`src/rtl/core/double_ended_queue_top_macros.svh`:
```
// ----------------------------------------------------------------------------
// double_ended_queue_top_macros
// assertion macros of the deque top
// ----------------------------------------------------------------------------
`ifndef DOUBLE_ENDED_QUEUE_TOP_MACROS_SVH
`define DOUBLE_ENDED_QUEUE_TOP_MACROS_SVH

// same-cycle implication
`define DQ_ASSERT_NOW(lbl, clk, rst, ante, cons, msg) \
   lbl: assert property (@(posedge clk) disable iff (rst) (ante) |-> (cons)) else $error(msg);

// next-cycle implication
`define DQ_ASSERT_NEXT(lbl, clk, rst, ante, cons, msg) \
   lbl: assert property (@(posedge clk) disable iff (rst) (ante) |=> (cons)) else $error(msg);

`endif

```
`src/rtl/core/dq_pkg.sv`:
```
// ----------------------------------------------------------------------------
// dq_pkg
// shared constants and types of the double-ended queue
// ----------------------------------------------------------------------------
package dq_pkg;

   localparam int DQ_CAPACITY = 16;
   localparam int WORD_W      = 32;
   localparam int OP_W        = 3;
   localparam int ST_W        = 2;

   localparam logic [OP_W-1:0] OP_PUSH_FRONT = 3'd0;
   localparam logic [OP_W-1:0] OP_PUSH_BACK  = 3'd1;
   localparam logic [OP_W-1:0] OP_POP_FRONT  = 3'd2;
   localparam logic [OP_W-1:0] OP_POP_BACK   = 3'd3;

   localparam logic [ST_W-1:0] ST_OK        = 2'd0;
   localparam logic [ST_W-1:0] ST_UNDERFLOW = 2'd1;
   localparam logic [ST_W-1:0] ST_OVERFLOW  = 2'd2;

   // per-item info carried from the index unit to the result stage
   typedef struct packed {
      logic [ST_W-1:0] status;
      logic            is_empty;
      logic            fwd_front;
      logic            fwd_back;
   } dq_tag_type;

endpackage

```
`src/rtl/core/dq_req_if.sv`:
```
// ----------------------------------------------------------------------------
// dq_req_if
// operation channel of the deque
// ----------------------------------------------------------------------------
interface dq_req_if;
   logic                              valid;
   logic                              ready;
   logic [dq_pkg::OP_W-1:0]           opcode;
   logic signed [dq_pkg::WORD_W-1:0]  push_value;

   modport source (output valid, output opcode, output push_value, input ready);
   modport sink   (input valid, input opcode, input push_value, output ready);
endinterface

```
`src/rtl/core/dq_rsp_if.sv`:
```
// ----------------------------------------------------------------------------
// dq_rsp_if
// result channel of the deque
// ----------------------------------------------------------------------------
interface dq_rsp_if #(
   parameter int CNT_W = $clog2(dq_pkg::DQ_CAPACITY + 1)
);
   logic                              valid;
   logic                              ready;
   logic signed [dq_pkg::WORD_W-1:0]  front_value;
   logic signed [dq_pkg::WORD_W-1:0]  back_value;
   logic [CNT_W-1:0]                  item_count;
   logic                              is_empty;
   logic [dq_pkg::ST_W-1:0]           status;

   modport source (output valid, output front_value, output back_value,
                   output item_count, output is_empty, output status, input ready);
   modport sink   (input valid, input front_value, input back_value,
                   input item_count, input is_empty, input status, output ready);
endinterface

```
`src/rtl/core/double_ended_queue_top.sv`:
```
// ----------------------------------------------------------------------------
// double_ended_queue_top
// bounded deque of signed words in a circular ram
// ----------------------------------------------------------------------------
// One item is accepted per cycle while the result side keeps up; its result
// passes the registered read of the store ram (both ends read at once, the
// pushed word forwarded) and then the result register. A push on a full deque
// and a pop on an empty one leave the contents unchanged and report it in
// status; an empty deque reports -1 at both ends. There is no clearing pass
// after reset.
// ----------------------------------------------------------------------------
`include "double_ended_queue_top_macros.svh"

module double_ended_queue_top #(
   parameter int  CAPACITY = dq_pkg::DQ_CAPACITY,
   localparam int IDX_W    = $clog2(CAPACITY),
   localparam int CNT_W    = $clog2(CAPACITY + 1)
) (
   input  logic     clock,
   input  logic     reset,
   dq_req_if.sink   req_chan,
   dq_rsp_if.source rsp_chan
);

   logic                      adv;
   logic                      s2_valid;
   dq_pkg::dq_tag_type        s2_tag;
   logic [CNT_W-1:0]          s2_count;
   logic [dq_pkg::WORD_W-1:0] s2_fwd_value;
   logic                      ram_wr_en;
   logic [IDX_W-1:0]          ram_wr_addr;
   logic [dq_pkg::WORD_W-1:0] ram_wr_data;
   logic                      ram_rd_en;
   logic [IDX_W-1:0]          ram_rd_front;
   logic [IDX_W-1:0]          ram_rd_back;
   logic [dq_pkg::WORD_W-1:0] ram_rd_data_a;
   logic [dq_pkg::WORD_W-1:0] ram_rd_data_b;

   logic                      rsp_valid_ff, rsp_valid_in;
   logic [dq_pkg::WORD_W-1:0] front_ff, front_in;
   logic [dq_pkg::WORD_W-1:0] back_ff, back_in;
   logic [CNT_W-1:0]          count_ff;
   logic                      empty_ff;
   logic [dq_pkg::ST_W-1:0]   status_ff;

   dq_ctrl #(
      .CAPACITY (CAPACITY)
   ) u_ctrl (
      .clock        (clock),
      .reset        (reset),
      .req_chan     (req_chan),
      .adv          (adv),
      .s2_valid     (s2_valid),
      .s2_tag       (s2_tag),
      .s2_count     (s2_count),
      .s2_fwd_value (s2_fwd_value),
      .ram_wr_en    (ram_wr_en),
      .ram_wr_addr  (ram_wr_addr),
      .ram_wr_data  (ram_wr_data),
      .ram_rd_en    (ram_rd_en),
      .ram_rd_front (ram_rd_front),
      .ram_rd_back  (ram_rd_back)
   );

   dq_ram #(
      .WIDTH (dq_pkg::WORD_W),
      .DEPTH (CAPACITY)
   ) u_slot_ram (
      .clock     (clock),
      .wr_en     (ram_wr_en),
      .wr_addr   (ram_wr_addr),
      .wr_data   (ram_wr_data),
      .rd_en     (ram_rd_en),
      .rd_addr_a (ram_rd_front),
      .rd_addr_b (ram_rd_back),
      .rd_data_a (ram_rd_data_a),
      .rd_data_b (ram_rd_data_b)
   );

   assign adv = s2_valid && (!rsp_valid_ff || rsp_chan.ready);

   always_comb begin
      if (s2_tag.is_empty) begin
         front_in = '1;
         back_in  = '1;
      end else begin
         front_in = s2_tag.fwd_front ? s2_fwd_value : ram_rd_data_a;
         back_in  = s2_tag.fwd_back  ? s2_fwd_value : ram_rd_data_b;
      end
   end

   assign rsp_valid_in = adv ? 1'b1 : (rsp_chan.ready ? 1'b0 : rsp_valid_ff);

   always_ff @(posedge clock) begin
      if (reset) begin
         rsp_valid_ff <= 1'b0;
      end else begin
         rsp_valid_ff <= rsp_valid_in;
      end
   end

   always_ff @(posedge clock) begin
      if (adv) begin
         front_ff  <= front_in;
         back_ff   <= back_in;
         count_ff  <= s2_count;
         empty_ff  <= s2_tag.is_empty;
         status_ff <= s2_tag.status;
      end
   end

   assign rsp_chan.valid       = rsp_valid_ff;
   assign rsp_chan.front_value = front_ff;
   assign rsp_chan.back_value  = back_ff;
   assign rsp_chan.item_count  = count_ff;
   assign rsp_chan.is_empty    = empty_ff;
   assign rsp_chan.status      = status_ff;

   `DQ_ASSERT_NOW(a_no_accept_on_stall, clock, reset, req_chan.valid && req_chan.ready,
                  !s2_valid || adv, "item accepted while read stage is stalled")
   `DQ_ASSERT_NEXT(a_accept_fills_stage, clock, reset, req_chan.valid && req_chan.ready,
                   s2_valid, "accepted item missing from read stage")
   `DQ_ASSERT_NOW(a_empty_count, clock, reset, rsp_chan.valid,
                  rsp_chan.is_empty == (rsp_chan.item_count == '0),
                  "empty flag disagrees with count")

endmodule

```
`src/rtl/core/dq_ram.sv`:
```
// ----------------------------------------------------------------------------
// dq_ram
// generic ram, one write port and two registered read ports
// ----------------------------------------------------------------------------
module dq_ram #(
   parameter int  WIDTH  = 32,
   parameter int  DEPTH  = 16,
   localparam int ADDR_W = (DEPTH > 1) ? $clog2(DEPTH) : 1
) (
   input  logic              clock,
   input  logic              wr_en,
   input  logic [ADDR_W-1:0] wr_addr,
   input  logic [WIDTH-1:0]  wr_data,
   input  logic              rd_en,
   input  logic [ADDR_W-1:0] rd_addr_a,
   input  logic [ADDR_W-1:0] rd_addr_b,
   output logic [WIDTH-1:0]  rd_data_a,
   output logic [WIDTH-1:0]  rd_data_b
);

   logic [WIDTH-1:0] mem_ff [DEPTH];
   logic [WIDTH-1:0] rd_a_ff;
   logic [WIDTH-1:0] rd_b_ff;

   always_ff @(posedge clock) begin
      if (wr_en) begin
         mem_ff[wr_addr] <= wr_data;
      end
      if (rd_en) begin
         rd_a_ff <= mem_ff[rd_addr_a];
         rd_b_ff <= mem_ff[rd_addr_b];
      end
   end

   assign rd_data_a = rd_a_ff;
   assign rd_data_b = rd_b_ff;

endmodule

```
`src/rtl/core/dq_ctrl.sv`:
```
// ----------------------------------------------------------------------------
// dq_ctrl
// front index and count, store addressing and the read stage
// ----------------------------------------------------------------------------
module dq_ctrl #(
   parameter int  CAPACITY = dq_pkg::DQ_CAPACITY,
   localparam int IDX_W    = $clog2(CAPACITY),
   localparam int CNT_W    = $clog2(CAPACITY + 1)
) (
   input  logic                        clock,
   input  logic                        reset,
   dq_req_if.sink                      req_chan,
   input  logic                        adv,
   output logic                        s2_valid,
   output dq_pkg::dq_tag_type          s2_tag,
   output logic [CNT_W-1:0]            s2_count,
   output logic [dq_pkg::WORD_W-1:0]   s2_fwd_value,
   output logic                        ram_wr_en,
   output logic [IDX_W-1:0]            ram_wr_addr,
   output logic [dq_pkg::WORD_W-1:0]   ram_wr_data,
   output logic                        ram_rd_en,
   output logic [IDX_W-1:0]            ram_rd_front,
   output logic [IDX_W-1:0]            ram_rd_back
);

   localparam logic [IDX_W-1:0] LAST_IDX = IDX_W'(CAPACITY - 1);
   localparam logic [CNT_W-1:0] FULL_CNT = CNT_W'(CAPACITY);

   logic [IDX_W-1:0]          front_ff, front_in;
   logic [CNT_W-1:0]          count_ff, count_in;
   logic                      s2_valid_ff, s2_valid_in;
   dq_pkg::dq_tag_type        tag_ff, tag_in;
   logic [CNT_W-1:0]          cnt_ff;
   logic [dq_pkg::WORD_W-1:0] fwd_ff;

   logic                      accept;
   logic                      full;
   logic                      empty;
   logic [IDX_W-1:0]          front_dec;
   logic [IDX_W-1:0]          front_inc;
   logic [IDX_W-1:0]          back_addr;
   logic                      wr_req;
   logic [IDX_W-1:0]          wr_addr;
   logic [dq_pkg::ST_W-1:0]   status;

   // (a + b) modulo capacity, with a below capacity and b at most capacity - 1
   function automatic logic [IDX_W-1:0] wrap_add(input logic [IDX_W-1:0] a,
                                                 input logic [CNT_W-1:0] b);
      logic [IDX_W:0] sum;
      sum = {1'b0, a} + (IDX_W+1)'(b);
      if (sum >= (IDX_W+1)'(CAPACITY)) begin
         sum = sum - (IDX_W+1)'(CAPACITY);
      end
      return sum[IDX_W-1:0];
   endfunction

   assign full      = (count_ff == FULL_CNT);
   assign empty     = (count_ff == '0);
   assign front_dec = (front_ff == '0) ? LAST_IDX : front_ff - 1'b1;
   assign front_inc = (front_ff == LAST_IDX) ? '0 : front_ff + 1'b1;

   always_comb begin
      front_in = front_ff;
      count_in = count_ff;
      status   = dq_pkg::ST_OK;
      wr_req   = 1'b0;
      wr_addr  = front_dec;
      case (req_chan.opcode)
         dq_pkg::OP_PUSH_FRONT: begin
            if (full) begin
               status = dq_pkg::ST_OVERFLOW;
            end else begin
               front_in = front_dec;
               count_in = count_ff + 1'b1;
               wr_req   = 1'b1;
               wr_addr  = front_dec;
            end
         end
         dq_pkg::OP_PUSH_BACK: begin
            if (full) begin
               status = dq_pkg::ST_OVERFLOW;
            end else begin
               count_in = count_ff + 1'b1;
               wr_req   = 1'b1;
               wr_addr  = wrap_add(front_ff, count_ff);
            end
         end
         dq_pkg::OP_POP_FRONT: begin
            if (empty) begin
               status = dq_pkg::ST_UNDERFLOW;
            end else begin
               front_in = front_inc;
               count_in = count_ff - 1'b1;
            end
         end
         dq_pkg::OP_POP_BACK: begin
            if (empty) begin
               status = dq_pkg::ST_UNDERFLOW;
            end else begin
               count_in = count_ff - 1'b1;
            end
         end
         default: begin
            status = dq_pkg::ST_OK;
         end
      endcase
   end

   assign back_addr = wrap_add(front_in, count_in - 1'b1);

   assign req_chan.ready = !s2_valid_ff || adv;
   assign accept         = req_chan.valid && req_chan.ready;

   // the ram returns old data on a same-cycle write, so the pushed word is forwarded
   always_comb begin
      tag_in.status    = status;
      tag_in.is_empty  = (count_in == '0);
      tag_in.fwd_front = wr_req && (wr_addr == front_in);
      tag_in.fwd_back  = wr_req && (wr_addr == back_addr);
   end

   assign s2_valid_in = accept ? 1'b1 : (adv ? 1'b0 : s2_valid_ff);

   always_ff @(posedge clock) begin
      if (reset) begin
         front_ff    <= '0;
         count_ff    <= '0;
         s2_valid_ff <= 1'b0;
      end else begin
         s2_valid_ff <= s2_valid_in;
         if (accept) begin
            front_ff <= front_in;
            count_ff <= count_in;
         end
      end
   end

   always_ff @(posedge clock) begin
      if (accept) begin
         tag_ff <= tag_in;
         cnt_ff <= count_in;
         fwd_ff <= req_chan.push_value;
      end
   end

   assign ram_wr_en    = accept && wr_req;
   assign ram_wr_addr  = wr_addr;
   assign ram_wr_data  = req_chan.push_value;
   assign ram_rd_en    = accept;
   assign ram_rd_front = front_in;
   assign ram_rd_back  = back_addr;

   assign s2_valid     = s2_valid_ff;
   assign s2_tag       = tag_ff;
   assign s2_count     = cnt_ff;
   assign s2_fwd_value = fwd_ff;

endmodule
```
`src/flat_wrapper.sv`:
```
// flat-port wrapper written by rule: the top's interface ports become plain ports
module double_ended_queue_top_flat 
#(
   parameter int  CAPACITY = dq_pkg::DQ_CAPACITY,
   localparam int IDX_W    = $clog2(CAPACITY),
   localparam int CNT_W    = $clog2(CAPACITY + 1)
)
  (clock, reset, req_chan_valid, req_chan_opcode, req_chan_push_value, req_chan_ready, rsp_chan_valid, rsp_chan_front_value, rsp_chan_back_value, rsp_chan_item_count, rsp_chan_is_empty, rsp_chan_status, rsp_chan_ready);
  dq_req_if req_chan_i ();
  dq_rsp_if rsp_chan_i ();
  input  logic clock;
  input  logic reset;
  input wire logic [$bits(req_chan_i.valid)-1:0] req_chan_valid;
  input wire logic [$bits(req_chan_i.opcode)-1:0] req_chan_opcode;
  input wire logic [$bits(req_chan_i.push_value)-1:0] req_chan_push_value;
  output wire logic [$bits(req_chan_i.ready)-1:0] req_chan_ready;
  output wire logic [$bits(rsp_chan_i.valid)-1:0] rsp_chan_valid;
  output wire logic [$bits(rsp_chan_i.front_value)-1:0] rsp_chan_front_value;
  output wire logic [$bits(rsp_chan_i.back_value)-1:0] rsp_chan_back_value;
  output wire logic [$bits(rsp_chan_i.item_count)-1:0] rsp_chan_item_count;
  output wire logic [$bits(rsp_chan_i.is_empty)-1:0] rsp_chan_is_empty;
  output wire logic [$bits(rsp_chan_i.status)-1:0] rsp_chan_status;
  input wire logic [$bits(rsp_chan_i.ready)-1:0] rsp_chan_ready;
  assign req_chan_i.valid = req_chan_valid;
  assign req_chan_i.opcode = req_chan_opcode;
  assign req_chan_i.push_value = req_chan_push_value;
  assign req_chan_ready = req_chan_i.ready;
  assign rsp_chan_valid = rsp_chan_i.valid;
  assign rsp_chan_front_value = rsp_chan_i.front_value;
  assign rsp_chan_back_value = rsp_chan_i.back_value;
  assign rsp_chan_item_count = rsp_chan_i.item_count;
  assign rsp_chan_is_empty = rsp_chan_i.is_empty;
  assign rsp_chan_status = rsp_chan_i.status;
  assign rsp_chan_i.ready = rsp_chan_ready;
  double_ended_queue_top #(.CAPACITY(CAPACITY)) u_core (.clock(clock), .reset(reset), .req_chan(req_chan_i), .rsp_chan(rsp_chan_i));
endmodule
```
`config.mk`:
```
export PLATFORM = sky130hd
export DESIGN_NAME = double_ended_queue_top_flat
export DESIGN_NICKNAME = d
export VERILOG_FILES = /design/src/rtl/core/dq_pkg.sv /design/src/rtl/core/dq_req_if.sv /design/src/rtl/core/dq_rsp_if.sv /design/src/rtl/core/double_ended_queue_top.sv /design/src/rtl/core/dq_ram.sv /design/src/rtl/core/dq_ctrl.sv /design/src/flat_wrapper.sv
export VERILOG_INCLUDE_DIRS = /design/src /design/src/rtl/core
export SDC_FILE = /design/constraint.sdc
export NUM_CORES = 1
export LEC_CHECK = 0
export BUFFER_PORTS_ARGS = -buffer_cell sky130_fd_sc_hd__buf_2
export CORE_ASPECT_RATIO = 0.6
export CORE_MARGIN = 2
export CORE_UTILIZATION = 30
export CTS_BUF_LIST = sky130_fd_sc_hd__clkbuf_16
export CTS_CLUSTER_DIAMETER = 120
export CTS_CLUSTER_SIZE = 14
export DETAILED_ROUTE_END_ITERATION = 16
export GPL_TIMING_DRIVEN = 1
export PLACE_DENSITY = 0.42
export SETUP_SLACK_MARGIN = 0.02
export SYNTH_ARGS = -nofsm -noshare
export SYNTH_HDL_FRONTEND = slang
export SYNTH_SLANG_ARGS = --single-unit
```
`constraint.sdc`:
```
create_clock -name clock -period 8 [get_ports clock]
set_clock_uncertainty 0.1 [all_clocks]
set_input_delay 2 -clock clock [delete_from_list [all_inputs] [get_ports clock]]
set_output_delay 2 -clock clock [all_outputs]
set_load 0.01 [all_outputs]
```
==> flow_metrics.tcl <==
set metrics [dict create \
    worstReg2RegEnd "u_core.u_slot_ram.rd_data_b[4]$_DFFE_PP_" \
    hold_class "reg2reg" \
    status "completed" \
    regToRegSetupSlack_ns 2.28 \
    initialDrtViolationCount 2177 \
    finalSetupViolations 0 \
    clock_sink_count 701 \
    multi_input_comb_area_um2 11100 \
    required_ns 8.40 \
    hold_path_sink "u_core.rsp_chan.item_count[3]$_DFFE_PP_" \
    routed_via_density 5.586 \
    clock_edge_transition_at_the_registers_on_the_reported_setup_and_hold_paths_ns 0.07 \
    yosys-top-cells-area "edfxtp_1, mux4_2, mux2i_1" \
    final_max_slew_viol_count 0 \
    cts_setup_buffers 0 \
    cts-hold-fix-buffers 0 \
    critPathArrivalTime_ns 6.80 \
    die_height_um 259.4 \
    vias 20190 \
    ctsRootBufferMaster "clkbuf_16" \
    synth_seq_cells 701 \
    hpwl_after_dpl_um 60430 \
    number_of_global_route_vias_before_repair 20670 \
    fraction_of_final_layout_cells_with_drive_strength_greater_than_1_pct 21.86 \
    static_power_due_to_leakage_nw 12.03 \
    vdd_drop_max_v 0.0001849 \
    final_hold_viol_count 0 \
    timing.final.crit_share_pct 80.01 \
    finalWorstSetupSlack_ns 1.599 \
    synth_edf_count 690 \
    top_flip_flop_cell_by_instance_count_after_synthesis "edfxtp_1" \
    totalWireLength_um 108700 \
    grt.overflow.total 0 \
    flow.area_growth_from_synthesis_pct 12.07 \
    placement_stage_worst_setup_slack_ns 0.9429 \
    design.final.nets 2230 \
    dieWidth_um 429.7 \
    final.setup.tns_ns 0 \
    crit_path_max_incr_delay_ns 0.64 \
    fin_area_um2 36560 \
    cp_top_family "simple AND/OR/NAND/NOR gates" \
    num_rows 93 \
    hold-worst-slack_ns 0.3193 \
    layout_min_cycle_time_ns 6.401 \
    maximum_root_to_sink_buffer_count 3 \
    finalPower_w 0.009950 \
    worstSkewPairLatency_ns 0.67 \
    fillers 10330 \
    avgRoutedWirePerCell_um 30.08 \
    critical_path.max_fanout 23 \
    antenna_violating_nets_post_route 0 \
    ys_seq_area_share_pct 64.19 \
    yosysUniqueCellTypes 68 \
    post_cts.resized_instances 0 \
    tritoncts_clock_tree "yes" \
    seqCellArea_um2 20940 \
    power-per-cell-area_nw_per_um2 272.2 \
    post_dp_cell_area_um2 35030 \
    slowest_stage "or4b_2" \
    htree_levels 2 \
    asyncSetResetFlopFracSynth_pct 0 \
    port-buffer-count 112 \
    initial_core_util_pct 30.34 \
    routabilityCongestion 0.7813 \
    track_usage_pct 19.31 \
    crit_buf_inv 5 \
    post-route-drc-count 0 \
    synthesis.nets 2175 \
    reg2reg_from "u_core.u_ctrl.front_ff[0]$_SDFFE_PP0P_" \
    critical_path_class "in2reg" \
    worst-r2r-cell-count 17 \
    total_i_o_pin_count 113 \
    timing.critical_path.cells "buf_2 -> or2_0 -> o31ai_1 -> or3_1 -> inv_1 -> ha_1 -> inv_1 -> ha_4 -> inv_1 -> fa_4 -> xor2_1 -> or3b_1 -> and3_2 -> buf_4 -> or4b_2 -> o211ai_1" \
    synth_largest_area_cell "edfxtp_1" \
    post_synth_inst_count 2122 \
    cts_inserted_buffers 56 \
    worst-slew-pin-transition_ns 1.096 \
    synth.avg_cell_area_um2 15.37 \
    maxClockFrequency_mhz 156.2 \
    grt_antenna_before_repair 2 \
    cap_viol_max_count 0 \
    yosys_warnings 0 \
    synth_area_um2 32620 \
    grt_start_max_net_pins 73 \
    relSlewSlack_pct 26.90 \
    synth_top_area_share_pct 63.51 \
    whs_path_depth 0 \
    grt_pass1_wl_um 155000 \
    unrepaired_setup_endpoints_after_global_routing "no" \
    critical_path.startpoint_type "input port" \
    critical_path.startpoint "req_chan_opcode[2]" \
    drt_first_pass_iters 5 \
    critPathCaptureType "flip-flop" \
    core_footprint_um2 107500 \
    floorplan.die_area_um2 111500 \
    worst_hold_startpoint "u_core.u_ctrl.s2_count[3]$_DFFE_PP_" \
    cpMostUsedCell "inv_1" \
]
[registers in the layout (all words and copies together), names as in the netlist]
name and count:
u_core.u_ctrl.count_ff 5, u_core.rsp_chan.is_empty 1, u_core.u_ctrl.s2_count 5, u_core.u_slot_ram.rd_data_b 32
u_core.rsp_chan.item_count 5, u_core.u_ctrl.s2_tag 5, u_core.u_slot_ram.mem_ff 512, u_core.rsp_chan.front_value 32
u_core.rsp_chan.status 2, u_core.u_ctrl.front_ff 4, u_core.rsp_chan.valid 1, u_core.u_slot_ram.rd_data_a 32
u_core.rsp_chan.back_value 32, u_core.u_ctrl.s2_valid 1, u_core.u_ctrl.s2_fwd_value 32
[stage by stage]
stage | std cells | utilization (%)
CTS | 3611 | 33.98
global route | 3612 | 34.00
global placement | 3543 | 32.58
finish | 3614 | 34.00
detailed placement | 3543 | 32.58
floorplan | 2122 | -
[cell type report]
type	instances	area share (%)
multi-input combinational	1223	30.37
antenna	2	0.01369
inverter	18	0.1985
clock inverter	11	0.2259
clock buffer	57	3.901
tap	1425	4.877
sequential	701	57.28
timing repair buffer	177	3.142
[kinds of logic after synthesis]
family,after synthesis,synth area share (%)
AND/OR/NAND/NOR,437,8.725
AO/OA/AOI/OAI,464,9.477
XOR/XNOR,17,0.5139
adder cells (fa/ha/maj),14,0.5829
flip-flops,701,64.19
multiplexers,291,13.96
buffers and inverters,198,2.554
[synth_stat cells, drive strengths merged, types with 4 or more instances]
library cell	count
a2111oi	32
a211o	64
a21oi	111
and2	34
buf	65
clkbuf	115
dfxtp	11
edfxtp	690
ha	12
inv	18
mux2	32
mux2i	131
mux4	128
nand2	57
nand3	5
nand3b	96
nand4	4
nor2	47
nor2b	99
nor3	5
o211ai	34
o21ai	102
o22ai	97
or2	4
or3b	35
or4b	33
xnor2	12
xor2	5
[cell usage in the layout (no fill, tap or decap), types with 57 or more instances in the layout]
master	instances
buf_2	112
buf_4	57
o22ai_1	96
a21oi_1	80
clkbuf_16	57
nor2b_1	98
mux2i_1	131
a211o_1	64
mux4_2	128
nand3b_1	96
edfxtp_1	690
o21ai_0	102
[report_power, final]
group,leakage [nW],switching [W],internal (W)
clock,0.764,0.00135,0.00127
sequential,6.40,0.0000803,0.00432
combinational,4.87,0.00169,0.00124
total,12.0,0.00312,0.00683
[worst register-to-register path, cell delays in order, from the launching register on]
cell and delay [ns]:
dfxtp_1 0.66, inv_1 0.11, ha_1 0.44, xor2_1 0.21, o31ai_1 0.08, or3_1 0.55
inv_1 0.24, ha_1 0.27, inv_1 0.09, ha_4 0.13, inv_1 0.06, fa_4 0.50
xor2_1 0.15, or3b_1 0.43, and3_2 0.45, buf_4 0.33, or4b_2 0.66, o211ai_1 0.10
[per-layer routing]
| metal | global-route usage, % | wire [µm] | up-vias |
|---|---|---|---|
| li1 | - | - | 8613 |
| met1 | 29.19 | 53110 | 10710 |
| met2 | 28.56 | 46600 | 731 |
| met3 | 3.425 | 6521 | 134 |
| met4 | 4.685 | 2456 | 4 |
| met5 | 0 | 26 | - |
[worst max-delay path by stage]
| stage | endpoint | slack [ns] | cells after the start |
|---|---|---|---|
| after detailed placement | u_core.u_slot_ram.rd_data_b[2]$_DFFE_PP_ | 0.94 | 16 |
| after global routing | u_core.u_slot_ram.rd_data_b[5]$_DFFE_PP_ | 1.36 | 16 |
| after global placement | u_core.u_slot_ram.rd_data_b[5]$_DFFE_PP_ | 1.03 | 16 |
| final | u_core.u_slot_ram.rd_data_b[4]$_DFFE_PP_ | 1.60 | 16 |
| after floorplan | u_core.u_slot_ram.mem_ff[3][0]$_DFFE_PP_ | 1.65 | 7 |
| after CTS | u_core.u_slot_ram.rd_data_b[2]$_DFFE_PP_ | 1.64 | 16 |
Note: power is estimated with default switching activity, not from simulation.
